`src/rtl/ricache_pkg.sv`:
```
// Shared types and codes for the refcounted inode slot cache.
// No dependencies; used by refcounted_inode_slot_cache_core, the checker and tb_top.
package ricache_pkg;

  localparam int DevW    = 8;
  localparam int InoW    = 24;
  localparam int CountW  = 8;
  localparam int SlotW   = 6;
  localparam int BlockW  = 32;
  localparam int OffW    = 3;
  localparam int StatusW = 3;

  // inodes held by one on-disk block; must be a power of two
  localparam int InodesPerBlock = 8;
  localparam int BlockShift     = $clog2(InodesPerBlock);
  localparam logic [OffW-1:0] OffMask = OffW'(InodesPerBlock - 1);

  // operation codes on the input beat
  localparam logic [1:0] MODE_ACQUIRE = 2'd0;
  localparam logic [1:0] MODE_RELEASE = 2'd1;
  localparam logic [1:0] MODE_DIRTY   = 2'd2;

  // result status codes
  localparam logic [StatusW-1:0] STAT_HIT    = 3'd0;
  localparam logic [StatusW-1:0] STAT_LOAD   = 3'd1;
  localparam logic [StatusW-1:0] STAT_FULL   = 3'd2;
  localparam logic [StatusW-1:0] STAT_HELD   = 3'd3;
  localparam logic [StatusW-1:0] STAT_CLEAN  = 3'd4;
  localparam logic [StatusW-1:0] STAT_WBACK  = 3'd5;
  localparam logic [StatusW-1:0] STAT_MARKED = 3'd6;

  localparam logic [CountW-1:0] COUNT_MAX = 8'hFF;

  // one slot of the table as stored in the slot memory
  typedef struct packed {
    logic [DevW-1:0]   dev;
    logic [InoW-1:0]   ino;
    logic [CountW-1:0] cnt;
    logic              dirty;
  } slot_entry_t;

endpackage

```
`src/rtl/refcounted_inode_slot_cache_core.sv`:
```
// Refcounted inode slot cache: slot memory, scan sequencer and block locator.
// Depends on ricache_pkg.
//
// Channel  Dir  Signals                      Payload (low bit up)
// s        in   s_tvalid_i/s_tready_o        s_tdata_i: mode, dev, ino, slot
// m        out  m_tvalid_o/m_tready_i        m_tdata_o: status, bad_release, slot_out,
//                                            dev_out, block_out, offset_out
// cfg      in   cfg_we_i                     cfg_wdata_i: inode_table_start
//
// Acquire: scan, scan end and decide, plus a block add when a load is reported;
// the scan reads one slot per cycle from the single-port slot memory. Release and
// mark dirty: slot read and update, plus a block add for a write-back. In the
// block add, block and offset come from a shift and a mask of the inode index. One
// item at a time; s_tready_o is high only while idle. A result waits in the output
// register, and a new beat is taken meanwhile; that item then holds in its last
// step until the register drains. Reset clears the per-slot valid bits at once, so
// no clearing pass is needed.
module refcounted_inode_slot_cache_core #(
  parameter int SLOTS = 64
) (
  input  logic        clk_i,
  input  logic        rst_ni,
  input  logic        s_tvalid_i,
  output logic        s_tready_o,
  input  logic [39:0] s_tdata_i,   // mode[1:0], dev[9:2], ino[33:10], slot[39:34]
  output logic        m_tvalid_o,
  input  logic        m_tready_i,
  output logic [55:0] m_tdata_o,   // status[2:0], bad_release[3], slot_out[9:4],
                                   // dev_out[17:10], block_out[49:18],
                                   // offset_out[52:50], zero[55:53]
  input  logic        cfg_we_i,
  input  logic [31:0] cfg_wdata_i
);

  localparam int IdxW = (SLOTS > 1) ? $clog2(SLOTS) : 1;
  localparam logic [8:0]    SlotsW   = 9'(SLOTS);
  localparam logic [IdxW-1:0] LastIdx = IdxW'(SLOTS - 1);

  localparam logic [2:0] S_IDLE   = 3'd0;
  localparam logic [2:0] S_SCAN   = 3'd1;
  localparam logic [2:0] S_SCEND  = 3'd2;
  localparam logic [2:0] S_DECIDE = 3'd3;
  localparam logic [2:0] S_UPDATE = 3'd4;
  localparam logic [2:0] S_ADD    = 3'd6;
  localparam logic [2:0] S_OUT    = 3'd7;

  // ---------------------------------------------------------------- input unpack
  logic [1:0]  in_mode;
  logic [7:0]  in_dev;
  logic [23:0] in_ino;
  logic [5:0]  in_slot;
  logic [8:0]  in_slot_ext;
  logic        in_slot_ok;

  assign in_mode     = s_tdata_i[1:0];
  assign in_dev      = s_tdata_i[9:2];
  assign in_ino      = s_tdata_i[33:10];
  assign in_slot     = s_tdata_i[39:34];
  assign in_slot_ext = {3'b000, in_slot};
  assign in_slot_ok  = (in_slot_ext < SlotsW);

  // ---------------------------------------------------------------- registers
  logic [2:0]      state_q, state_d;
  logic [31:0]     table_start_q;
  logic [1:0]      mode_q;
  logic [7:0]      dev_q;
  logic [23:0]     ino_q;
  logic [IdxW-1:0] slot_idx_q;
  logic [IdxW-1:0] addr_q, addr_d;
  logic [IdxW-1:0] rd_idx_q;
  logic            cmp_vld_q;
  logic            hit_found_q, hit_found_d;
  logic [IdxW-1:0] hit_idx_q, hit_idx_d;
  logic [7:0]      hit_cnt_q, hit_cnt_d;
  logic            hit_dirty_q, hit_dirty_d;
  logic            free_found_q, free_found_d;
  logic [IdxW-1:0] free_idx_q, free_idx_d;
  logic [23:0]     ino_idx_q, ino_idx_d;

  logic [2:0]      res_status_q, res_status_d;
  logic            res_bad_q, res_bad_d;
  logic [5:0]      res_slot_q, res_slot_d;
  logic [7:0]      res_dev_q, res_dev_d;
  logic [31:0]     res_block_q, res_block_d;
  logic [2:0]      res_off_q, res_off_d;

  logic            out_vld_q;
  logic [55:0]     out_data_q;
  logic            out_load;

  // ---------------------------------------------------------------- slot memory
  ricache_pkg::slot_entry_t mem_q [SLOTS];
  logic [SLOTS-1:0]         vld_q;
  ricache_pkg::slot_entry_t rd_data_q;
  logic                     rd_vld_q;
  ricache_pkg::slot_entry_t ent;

  logic                     rd_en;
  logic [IdxW-1:0]          rd_addr;
  logic                     wr_en;
  logic [IdxW-1:0]          wr_addr;
  ricache_pkg::slot_entry_t wr_data;

  always_ff @(posedge clk_i) begin
    if (wr_en) begin
      mem_q[wr_addr] <= wr_data;
    end
    if (rd_en) begin
      rd_data_q <= mem_q[rd_addr];
    end
  end

  always_ff @(posedge clk_i or negedge rst_ni) begin
    if (!rst_ni) begin
      vld_q    <= '0;
      rd_vld_q <= 1'b0;
    end else begin
      if (wr_en) begin
        vld_q[wr_addr] <= 1'b1;
      end
      if (rd_en) begin
        rd_vld_q <= vld_q[rd_addr];
      end
    end
  end

  // a slot never written reads as all zero
  assign ent = rd_vld_q ? rd_data_q : '0;

  // ---------------------------------------------------------------- sequencer
  logic [7:0] cnt_dec;
  logic [7:0] cnt_inc;

  assign cnt_dec = ent.cnt - 8'd1;
  assign cnt_inc = (hit_cnt_q == ricache_pkg::COUNT_MAX) ? hit_cnt_q : hit_cnt_q + 8'd1;

  assign s_tready_o = (state_q == S_IDLE);
  assign out_load   = (state_q == S_OUT) && (!out_vld_q || m_tready_i);

  always_comb begin
    state_d      = state_q;
    addr_d       = addr_q;
    hit_found_d  = hit_found_q;
    hit_idx_d    = hit_idx_q;
    hit_cnt_d    = hit_cnt_q;
    hit_dirty_d  = hit_dirty_q;
    free_found_d = free_found_q;
    free_idx_d   = free_idx_q;
    ino_idx_d    = ino_idx_q;
    res_status_d = res_status_q;
    res_bad_d    = res_bad_q;
    res_slot_d   = res_slot_q;
    res_dev_d    = res_dev_q;
    res_block_d  = res_block_q;
    res_off_d    = res_off_q;
    rd_en        = 1'b0;
    rd_addr      = addr_q;
    wr_en        = 1'b0;
    wr_addr      = slot_idx_q;
    wr_data      = ent;

    // scan compare on the slot read in the previous cycle
    if (cmp_vld_q) begin
      if (!hit_found_q && ent.dev == dev_q && ent.ino == ino_q) begin
        hit_found_d = 1'b1;
        hit_idx_d   = rd_idx_q;
        hit_cnt_d   = ent.cnt;
        hit_dirty_d = ent.dirty;
      end
      if (!free_found_q && ent.cnt == '0) begin
        free_found_d = 1'b1;
        free_idx_d   = rd_idx_q;
      end
    end

    case (state_q)
      S_IDLE: begin
        if (s_tvalid_i) begin
          res_status_d = ricache_pkg::STAT_MARKED;
          res_bad_d    = 1'b0;
          res_slot_d   = in_slot;
          res_dev_d    = '0;
          res_block_d  = '0;
          res_off_d    = '0;
          hit_found_d  = 1'b0;
          free_found_d = 1'b0;
          addr_d       = '0;
          if (in_mode == ricache_pkg::MODE_ACQUIRE) begin
            state_d = S_SCAN;
          end else if ((in_mode == ricache_pkg::MODE_RELEASE ||
                        in_mode == ricache_pkg::MODE_DIRTY) && in_slot_ok) begin
            rd_en   = 1'b1;
            rd_addr = in_slot_ext[IdxW-1:0];
            state_d = S_UPDATE;
          end else begin
            state_d = S_OUT;
          end
        end
      end
      S_SCAN: begin
        rd_en   = 1'b1;
        rd_addr = addr_q;
        addr_d  = addr_q + IdxW'(1);
        if (addr_q == LastIdx) begin
          state_d = S_SCEND;
        end
      end
      S_SCEND: begin
        state_d = S_DECIDE;
      end
      S_DECIDE: begin
        if (hit_found_q) begin
          wr_en        = 1'b1;
          wr_addr      = hit_idx_q;
          wr_data      = '{dev: dev_q, ino: ino_q, cnt: cnt_inc, dirty: hit_dirty_q};
          res_status_d = ricache_pkg::STAT_HIT;
          res_slot_d   = 6'(hit_idx_q);
          state_d      = S_OUT;
        end else if (free_found_q) begin
          wr_en        = 1'b1;
          wr_addr      = free_idx_q;
          wr_data      = '{dev: dev_q, ino: ino_q, cnt: 8'd1, dirty: 1'b0};
          res_status_d = ricache_pkg::STAT_LOAD;
          res_slot_d   = 6'(free_idx_q);
          res_dev_d    = dev_q;
          ino_idx_d    = ino_q - 24'd1;
          state_d      = S_ADD;
        end else begin
          res_status_d = ricache_pkg::STAT_FULL;
          res_slot_d   = '0;
          state_d      = S_OUT;
        end
      end
      S_UPDATE: begin
        state_d = S_OUT;
        wr_addr = slot_idx_q;
        if (mode_q == ricache_pkg::MODE_DIRTY) begin
          wr_en         = 1'b1;
          wr_data       = ent;
          wr_data.dirty = 1'b1;
        end else if (ent.cnt == '0) begin
          res_bad_d = 1'b1;
        end else begin
          wr_en       = 1'b1;
          wr_data     = ent;
          wr_data.cnt = cnt_dec;
          if (cnt_dec != '0) begin
            res_status_d = ricache_pkg::STAT_HELD;
          end else if (ent.dirty) begin
            // report the write-back and clear the dirty mark
            wr_data.dirty = 1'b0;
            res_status_d  = ricache_pkg::STAT_WBACK;
            res_dev_d     = ent.dev;
            ino_idx_d     = ent.ino - 24'd1;
            state_d       = S_ADD;
          end else begin
            res_status_d = ricache_pkg::STAT_CLEAN;
          end
        end
      end
      S_ADD: begin
        // block size is a power of two: shift for the block, mask for the offset
        res_block_d = {8'h00, ino_idx_q >> ricache_pkg::BlockShift} + table_start_q;
        res_off_d   = ino_idx_q[2:0] & ricache_pkg::OffMask;
        state_d     = S_OUT;
      end
      S_OUT: begin
        if (out_load) begin
          state_d = S_IDLE;
        end
      end
      default: begin
        state_d = S_IDLE;
      end
    endcase
  end

  always_ff @(posedge clk_i or negedge rst_ni) begin
    if (!rst_ni) begin
      state_q       <= S_IDLE;
      table_start_q <= '0;
      cmp_vld_q     <= 1'b0;
      hit_found_q   <= 1'b0;
      free_found_q  <= 1'b0;
      out_vld_q     <= 1'b0;
      addr_q        <= '0;
    end else begin
      state_q      <= state_d;
      cmp_vld_q    <= (state_q == S_SCAN);
      hit_found_q  <= hit_found_d;
      free_found_q <= free_found_d;
      addr_q       <= addr_d;
      if (cfg_we_i) begin
        table_start_q <= cfg_wdata_i;
      end
      if (out_load) begin
        out_vld_q <= 1'b1;
      end else if (m_tready_i) begin
        out_vld_q <= 1'b0;
      end
    end
  end

  always_ff @(posedge clk_i) begin
    if (s_tvalid_i && s_tready_o) begin
      mode_q     <= in_mode;
      dev_q      <= in_dev;
      ino_q      <= in_ino;
      slot_idx_q <= in_slot_ext[IdxW-1:0];
    end
    rd_idx_q     <= addr_q;
    hit_idx_q    <= hit_idx_d;
    hit_cnt_q    <= hit_cnt_d;
    hit_dirty_q  <= hit_dirty_d;
    free_idx_q   <= free_idx_d;
    ino_idx_q    <= ino_idx_d;
    res_status_q <= res_status_d;
    res_bad_q    <= res_bad_d;
    res_slot_q   <= res_slot_d;
    res_dev_q    <= res_dev_d;
    res_block_q  <= res_block_d;
    res_off_q    <= res_off_d;
    if (out_load) begin
      out_data_q <= {3'b000, res_off_q, res_block_q, res_dev_q, res_slot_q,
                     res_bad_q, res_status_q};
    end
  end

  assign m_tvalid_o = out_vld_q;
  assign m_tdata_o  = out_data_q;

`ifndef ASSERT_OFF
  // a flagged release always carries the marked status
  assert property (@(posedge clk_i) disable iff (!rst_ni)
    m_tvalid_o && m_tdata_o[3] |-> m_tdata_o[2:0] == ricache_pkg::STAT_MARKED)
    else $error("bad_release without marked status");

  // no free slot reports neither a slot nor a load address
  assert property (@(posedge clk_i) disable iff (!rst_ni)
    m_tvalid_o && m_tdata_o[2:0] == ricache_pkg::STAT_FULL |->
      m_tdata_o[9:4] == '0 && m_tdata_o[49:10] == '0)
    else $error("no free slot result carries payload");

  // one item in flight: an accepted beat closes the input until done
  assert property (@(posedge clk_i) disable iff (!rst_ni)
    s_tvalid_i && s_tready_o |=> !s_tready_o)
    else $error("input accepted while busy");

  // the slot memory is written only by the decide and update steps
  assert property (@(posedge clk_i) disable iff (!rst_ni)
    wr_en |-> state_q == S_DECIDE || state_q == S_UPDATE)
    else $error("slot memory written outside an update");
`endif

endmodule

```
`config.mk`:
```
export PLATFORM = sky130hd
export DESIGN_NAME = refcounted_inode_slot_cache_core
export DESIGN_NICKNAME = d
export VERILOG_FILES = /design/src/rtl/ricache_pkg.sv /design/src/rtl/refcounted_inode_slot_cache_core.sv
export SDC_FILE = /design/constraint.sdc
export NUM_CORES = 2
export LEC_CHECK = 0
export BUFFER_PORTS_ARGS = -buffer_cell sky130_fd_sc_hd__buf_2
export CORE_MARGIN = 3
export CORE_UTILIZATION = 63
export DETAILED_ROUTE_END_ITERATION = 8
export PLACE_DENSITY = 0.8
export SYNTH_ARGS = -nofsm -noshare
export SYNTH_HDL_FRONTEND = slang
export SYNTH_SLANG_ARGS = --single-unit
export TNS_END_PERCENT = 5
```
`constraint.sdc`:
```
create_clock -name clk_i -period 9.3 [get_ports clk_i]
set_input_delay 0 -clock clk_i [delete_from_list [all_inputs] [get_ports clk_i]]
set_output_delay 0 -clock clk_i [all_outputs]
set_load 0.05 [all_outputs]
```
== Word level (Yosys, flattened, before mapping) ==
Memories as Yosys holds them, arrays and structs flattened. A register that Yosys moved wholly into a read port is not among the register bits.
Index checks and enable logic that the tools add are counted.
Storage, ports and cells
  flip-flop bits (word level): 307
  memory bits (writable): 2624
  word-level logic and storage cells: 183
  output and inout bits: 58
  memories: 1
  bits of input ports: 77
Memories
  mem_q: words 64, bits a word 41, rd ports 1, clocked after memory_dff 1, wr ports 1, line refcounted_inode_slot_cache_core.sv:92  | ricache_pkg::slot_entry_t mem_q [SLOTS];
Operators by class
  reductions and logical operators: 33
  order comparisons: 4
  equality and inequality tests: 23
  add/sub/neg operators: 6
  bitwise gates (word level): 1
  muxes and demuxes: 89
Operators by type and width (count)
  24-bit 2-to-1 mux: 6
  41-bit 2-to-1 mux: 3
  41-bit one-hot mux with 2 select lines: 1
  6-bit 2-to-1 mux: 11
  8-bit 2-to-1 mux: 8
  64-bit bitwise OR: 1
  32-bit one-hot mux with 2 select lines: 1
  24-bit one-hot mux with 2 select lines: 1
  24-bit by 1-bit subtractor with 24-bit output, second input constant: 2
  21-bit by 32-bit adder with 32-bit output: 1
  1-bit 2-to-1 mux: 32
  32-bit 2-to-1 mux: 1
  3-bit 2-to-1 mux: 9
  24-bit == test: 1
  6-bit one-hot mux with 2 select lines: 2
  8-bit one-hot mux with 3 select lines: 1
  6-bit by 7-bit less-than comparator with 1-bit output, second input constant: 3
  3-bit one-hot mux with 7 select lines: 1
  2-bit != test, second input constant: 10
  9-bit 2-to-1 mux: 2
  2-bit nonzero test: 6
  2-bit AND reduction: 5
  3-bit == test, second input constant: 3
  3-bit one-hot mux with 3 select lines: 1
  28 further kinds: 44

== Logic depth before layout (Yosys ltp) ==
  word-level depth: 9
  depth in mapped cells: 16
  mapped depth without buffers: 11

== Least setup slack after synthesis ==
OpenSTA, ideal clock, no wires.
  path type: register to register
  from: register state_q[0]
  to: memory mem_q[0][7] (netlist bit), data pin
  data arrival time: 5.552 ns
  path buffers: 3
  data required time: 8.291 ns
  setup slack: 2.740 ns
  setup time: 1.009 ns
  cell stages (with the launch flop): 8
  period minus slack after synthesis: 6.560 ns
  cell sequence: dfrtp_1 -> nand2_1 -> or2_2 -> clkbuf_1 -> nor2_1 -> clkbuf_1 -> clkbuf_1 -> o311ai_0
RTL lines
  start, declared: line refcounted_inode_slot_cache_core.sv:63  | logic [2:0] state_q, state_d;
  start signal, assigned: line refcounted_inode_slot_cache_core.sv:288  | state_q <= state_d;
  end, declared: line refcounted_inode_slot_cache_core.sv:92

== Final worst setup path ==
  from: register state_q[0]
  to: memory mem_q[47][33] (netlist bit) (enable)
Between the ends
  cells in the longest elaborated chain, start to end: 4
  elaborated cells between the ends (all ways): 6
  classes of those cells: eq/ne: 2; mux: 4
Ends and longest elaborated chain
  3-bit == test or 3-bit by 2-bit == test with 1-bit output (tied branches): line refcounted_inode_slot_cache_core.sv:176  | case (state_q)
  1-bit one-hot mux with 2 select lines: line refcounted_inode_slot_cache_core.sv:176
  1-bit 2-to-1 mux: line refcounted_inode_slot_cache_core.sv:105  | if (wr_en) begin
  1-bit 2-to-1 mux (not written as such): line refcounted_inode_slot_cache_core.sv:106  | mem_q[wr_addr] <= wr_data;
Parallel ways exist; a longest one is shown, timed or not.

==> flow_metrics.env <==
export IMPL_relSlewSlack_pct=2.87
export IMPL_cts_sinks=2972
export IMPL_tightest_slew_ns=1.46
export IMPL_whs_ns=0.0910
export IMPL_clockBufferDepth=4
export IMPL_r2r_setup_slack_ns=3.67
export IMPL_path_class="flip-flop to flip-flop"
export IMPL_irDropWorstVdd_mv=0.269
export IMPL_antenna_found_initial=10
export IMPL_grt_overflow_total=0
export IMPL_ios=135
export IMPL_path_clk_slew_ns=0.06
export IMPL_end_kind="flip-flop"
export IMPL_crit_path_max_fanout=26
export IMPL_yosys_warnings=0
export IMPL_r2r_end="mem_q[47][33]$_DFFE_PP_"
export IMPL_timing_rr_start="state_q[0]$_DFFE_PN0P_"
export IMPL_grt_usage_pct=36.9
export IMPL_p_leak_nw=43.0
export IMPL_p_per_area_nw_per_um2=319
export IMPL_syn_avg_cell_area_um2=19.9
export IMPL_grt_pass1_vias=66100
export IMPL_fmax_mhz=178
export IMPL_wl_met3_um=53600
export IMPL_crit_arrival_ns=6.17
export IMPL_drv_slew=0
export IMPL_dr_max_layer_used="met5"
export IMPL_ys_ff_latch=2972
export IMPL_via_count=65800
export IMPL_clock_latency_ns=0.95
export IMPL_grt_max_degree=135
export IMPL_layout_min_cycle_time_ns=5.63
export IMPL_cts_root_buf="clkbuf_16"
export IMPL_rows=157
export IMPL_route_met2_wl_um=159000
export IMPL_routed_wl_um=348000
export IMPL_cts_tree="yes"
export IMPL_finalNonFillerCells=9012
export IMPL_gp_congestion=0.911
export IMPL_start_util_pct=63.5
export IMPL_cp_startpoint="state_q[0]$_DFFE_PN0P_"
export IMPL_final_nets=6435
export IMPL_grt_pass1_wl_um=491000
export IMPL_numCtsBuffers=297
export IMPL_drt_pre_antenna_iters=9
export IMPL_portBuffers=131
export IMPL_ant_nets=0
export IMPL_fin_util_pct=72.1
export IMPL_n_fill_cell=9673
export IMPL_start_kind="flip-flop"
export IMPL_detail_route_wl_per_cell_um=38.6
export IMPL_dp_cells=8310
export IMPL_post_cts_buffers=0
export IMPL_synth_ff_type="edfxtp_1"
export IMPL_drt_iter0_markers=11400
export IMPL_crit_end="mem_q[47][33]$_DFFE_PP_"
export IMPL_core_area_um2=183000
export IMPL_cts_max_level=5
export IMPL_synth_cells=5857
export IMPL_seq_area_um2=88600
export IMPL_hpwlAfterDp_um=177000
export IMPL_yosysSeqAreaShare_pct=76.2
export IMPL_drc=1
export IMPL_outcome="complete, but fails checks"
export IMPL_setup_violations_final=0
export IMPL_drive_gt1_share_pct=23.4
export IMPL_cts_repair_resized=0
export IMPL_cts_hold_buf=183
export IMPL_die_x_um=436
export IMPL_violations="design-rule violations"
export IMPL_synth_cell_types=73
export IMPL_setup_tns_final_ns=0
export IMPL_dieArea_um2=190000
export IMPL_wl_met1_um=108000
export IMPL_skew_ns=0.0622
export IMPL_rsz0062_at_grt="no"
export IMPL_layout_commonest_cell="edfxtp_1"
export IMPL_required_ns=9.84
export IMPL_mostFrequentLayoutCells="2856 x edfxtp_1, 597 x mux4_2, 346 x nand2_1"
export IMPL_synth_edff_count=2856
export IMPL_drv_cap=0
export IMPL_syn_to_final_growth_pct=13.6
export IMPL_synthArstFlopShare_pct=3.70
export IMPL_r2r_cells=9
export IMPL_period_share_pct=60.5
export IMPL_netlist_area_um2=116000
export IMPL_multi_input_area_um2=27200
export IMPL_finalHoldViolations=0
export IMPL_viasPerCell=7.30
export IMPL_hold_class="primary input to flip-flop"
export IMPL_chipHeight_um=436
[sequential cells by signal (all words and copies together), names as in the netlist, 8 cells and up]
register / count
mem_q: 2624
vld_q: 64
m_tdata_o: 53
rd_data_q: 41
res_block_q: 32
table_start_q: 32
ino_idx_q: 24
ino_q: 24
dev_q: 8
hit_cnt_q: 8
res_dev_q: 8
[metal layers]
layer	track usage, %	up-vias
met5	0.378	-
met4	22.9	4
met3	13.2	1465
met2	55.4	6453
met1	46.4	32900
li1	-	25000
[Yosys cell counts, types with 7 or more instances]
library cell	number	share of area, %
o31ai_1	17	0.11
dfrtp_1	110	2.4
ha_1	29	0.31
buf_4	13	0.084
nor2_1	185	0.60
mux2_2	39	0.38
inv_1	34	0.11
a32o_1	7	0.060
clkbuf_1	138	0.45
buf_2	118	0.51
mux2i_1	339	2.9
o211ai_1	18	0.12
a22oi_1	27	0.17
or3_1	14	0.075
a31oi_1	29	0.16
o22ai_1	152	0.82
nor3_1	33	0.14
a21oi_1	91	0.39
xor2_1	9	0.068
nor2b_1	11	0.059
a311oi_1	8	0.060
a211oi_1	24	0.15
buf_1	33	0.11
and3_1	36	0.19
or4_1	41	0.26
o21bai_1	9	0.058
a221oi_1	9	0.068
buf_6	10	0.097
o21a_1	19	0.12
or2_2	64	0.34
xnor2_1	42	0.32
nor4_1	14	0.075
nand2_1	356	1.1
and2_1	21	0.11
mux4_2	597	12
a21o_1	13	0.084
nand4_1	22	0.12
edfxtp_1	2856	74
o21ai_0	109	0.47
nand3_1	52	0.22
nand2b_1	15	0.081
a32oi_1	15	0.11
[metrics by stage]
stage	setup slack (ns)	power [W]	area, um^2
4_1_cts	3.81	0.0417	132000
3_5_place_dp	3.93	0.0299	121000
6_report	3.67	0.0421	132000
2_1_floorplan	2.74	0.0261	116000
5_1_grt	3.52	0.0431	132000
3_3_place_gp	3.94	0.0296	121000
[logic make-up (layout without fill, tap and decap cells)]
logic type / Yosys count / count (layout) / share of synthesized area (%)
simple gates: 884 / 884 / 3.58
xor+xnor: 51 / 51 / 0.384
flops: 2972 / 2972 / 76.2
other cells: 1 / 9 / 0.00322
mux: 975 / 975 / 14.8
buf+inv: 348 / 1031 / 1.36
fa+ha+maj: 30 / 30 / 0.329
compound gates: 596 / 596 / 3.32
[where the power goes]
part	internal [W]	leakage, nW	switching (W)
Sequential	0.0176	27.5	0.000575
Clock	0.00662	4.48	0.00508
Combinational	0.00416	11.0	0.00811
[cell type report]
| type | instances | share of cell area, % |
|---|---|---|
| flip-flops and latches | 2972 | 67.1 |
| multi-input cells | 2539 | 20.6 |
| clock buffers | 381 | 6.07 |
| repair buffers | 482 | 2.97 |
| well taps | 2464 | 2.33 |
| clock inverters | 132 | 0.869 |
| inverters | 36 | 0.103 |
| diodes | 6 | 0.0114 |
[how the worst min path moves through the flow]
stage                        startpoint                             to  slack [ns]  cells after the start
after floorplan                  rst_ni          addr_q[0]$_DFFE_PN0P_       -0.30                      0
final                     s_tdata_i[34]        res_slot_q[0]$_DFFE_PP_        0.09                      4
after CTS                    s_tvalid_i         state_q[1]$_DFFE_PN0P_        0.05                      4
after global placement           rst_ni  table_start_q[14]$_DFFE_PN0P_        0.05                      1
after detailed placement         rst_ni  table_start_q[14]$_DFFE_PN0P_        0.06                      1
after global routing      s_tdata_i[34]        res_slot_q[0]$_DFFE_PP_        0.09                      4
[critical path, stage by stage, from the launching register on]
cell and delay [ns]:
dfrtp_1 0.77, and3b_1 0.27, buf_4 0.33, and3_1 0.22
a21oi_1 0.05, o21ai_0 0.88, nor2b_1 0.35, nand3_1 0.60
nor2_4 1.10, buf_4 0.61
Note: power is estimated with default switching activity, not from simulation.
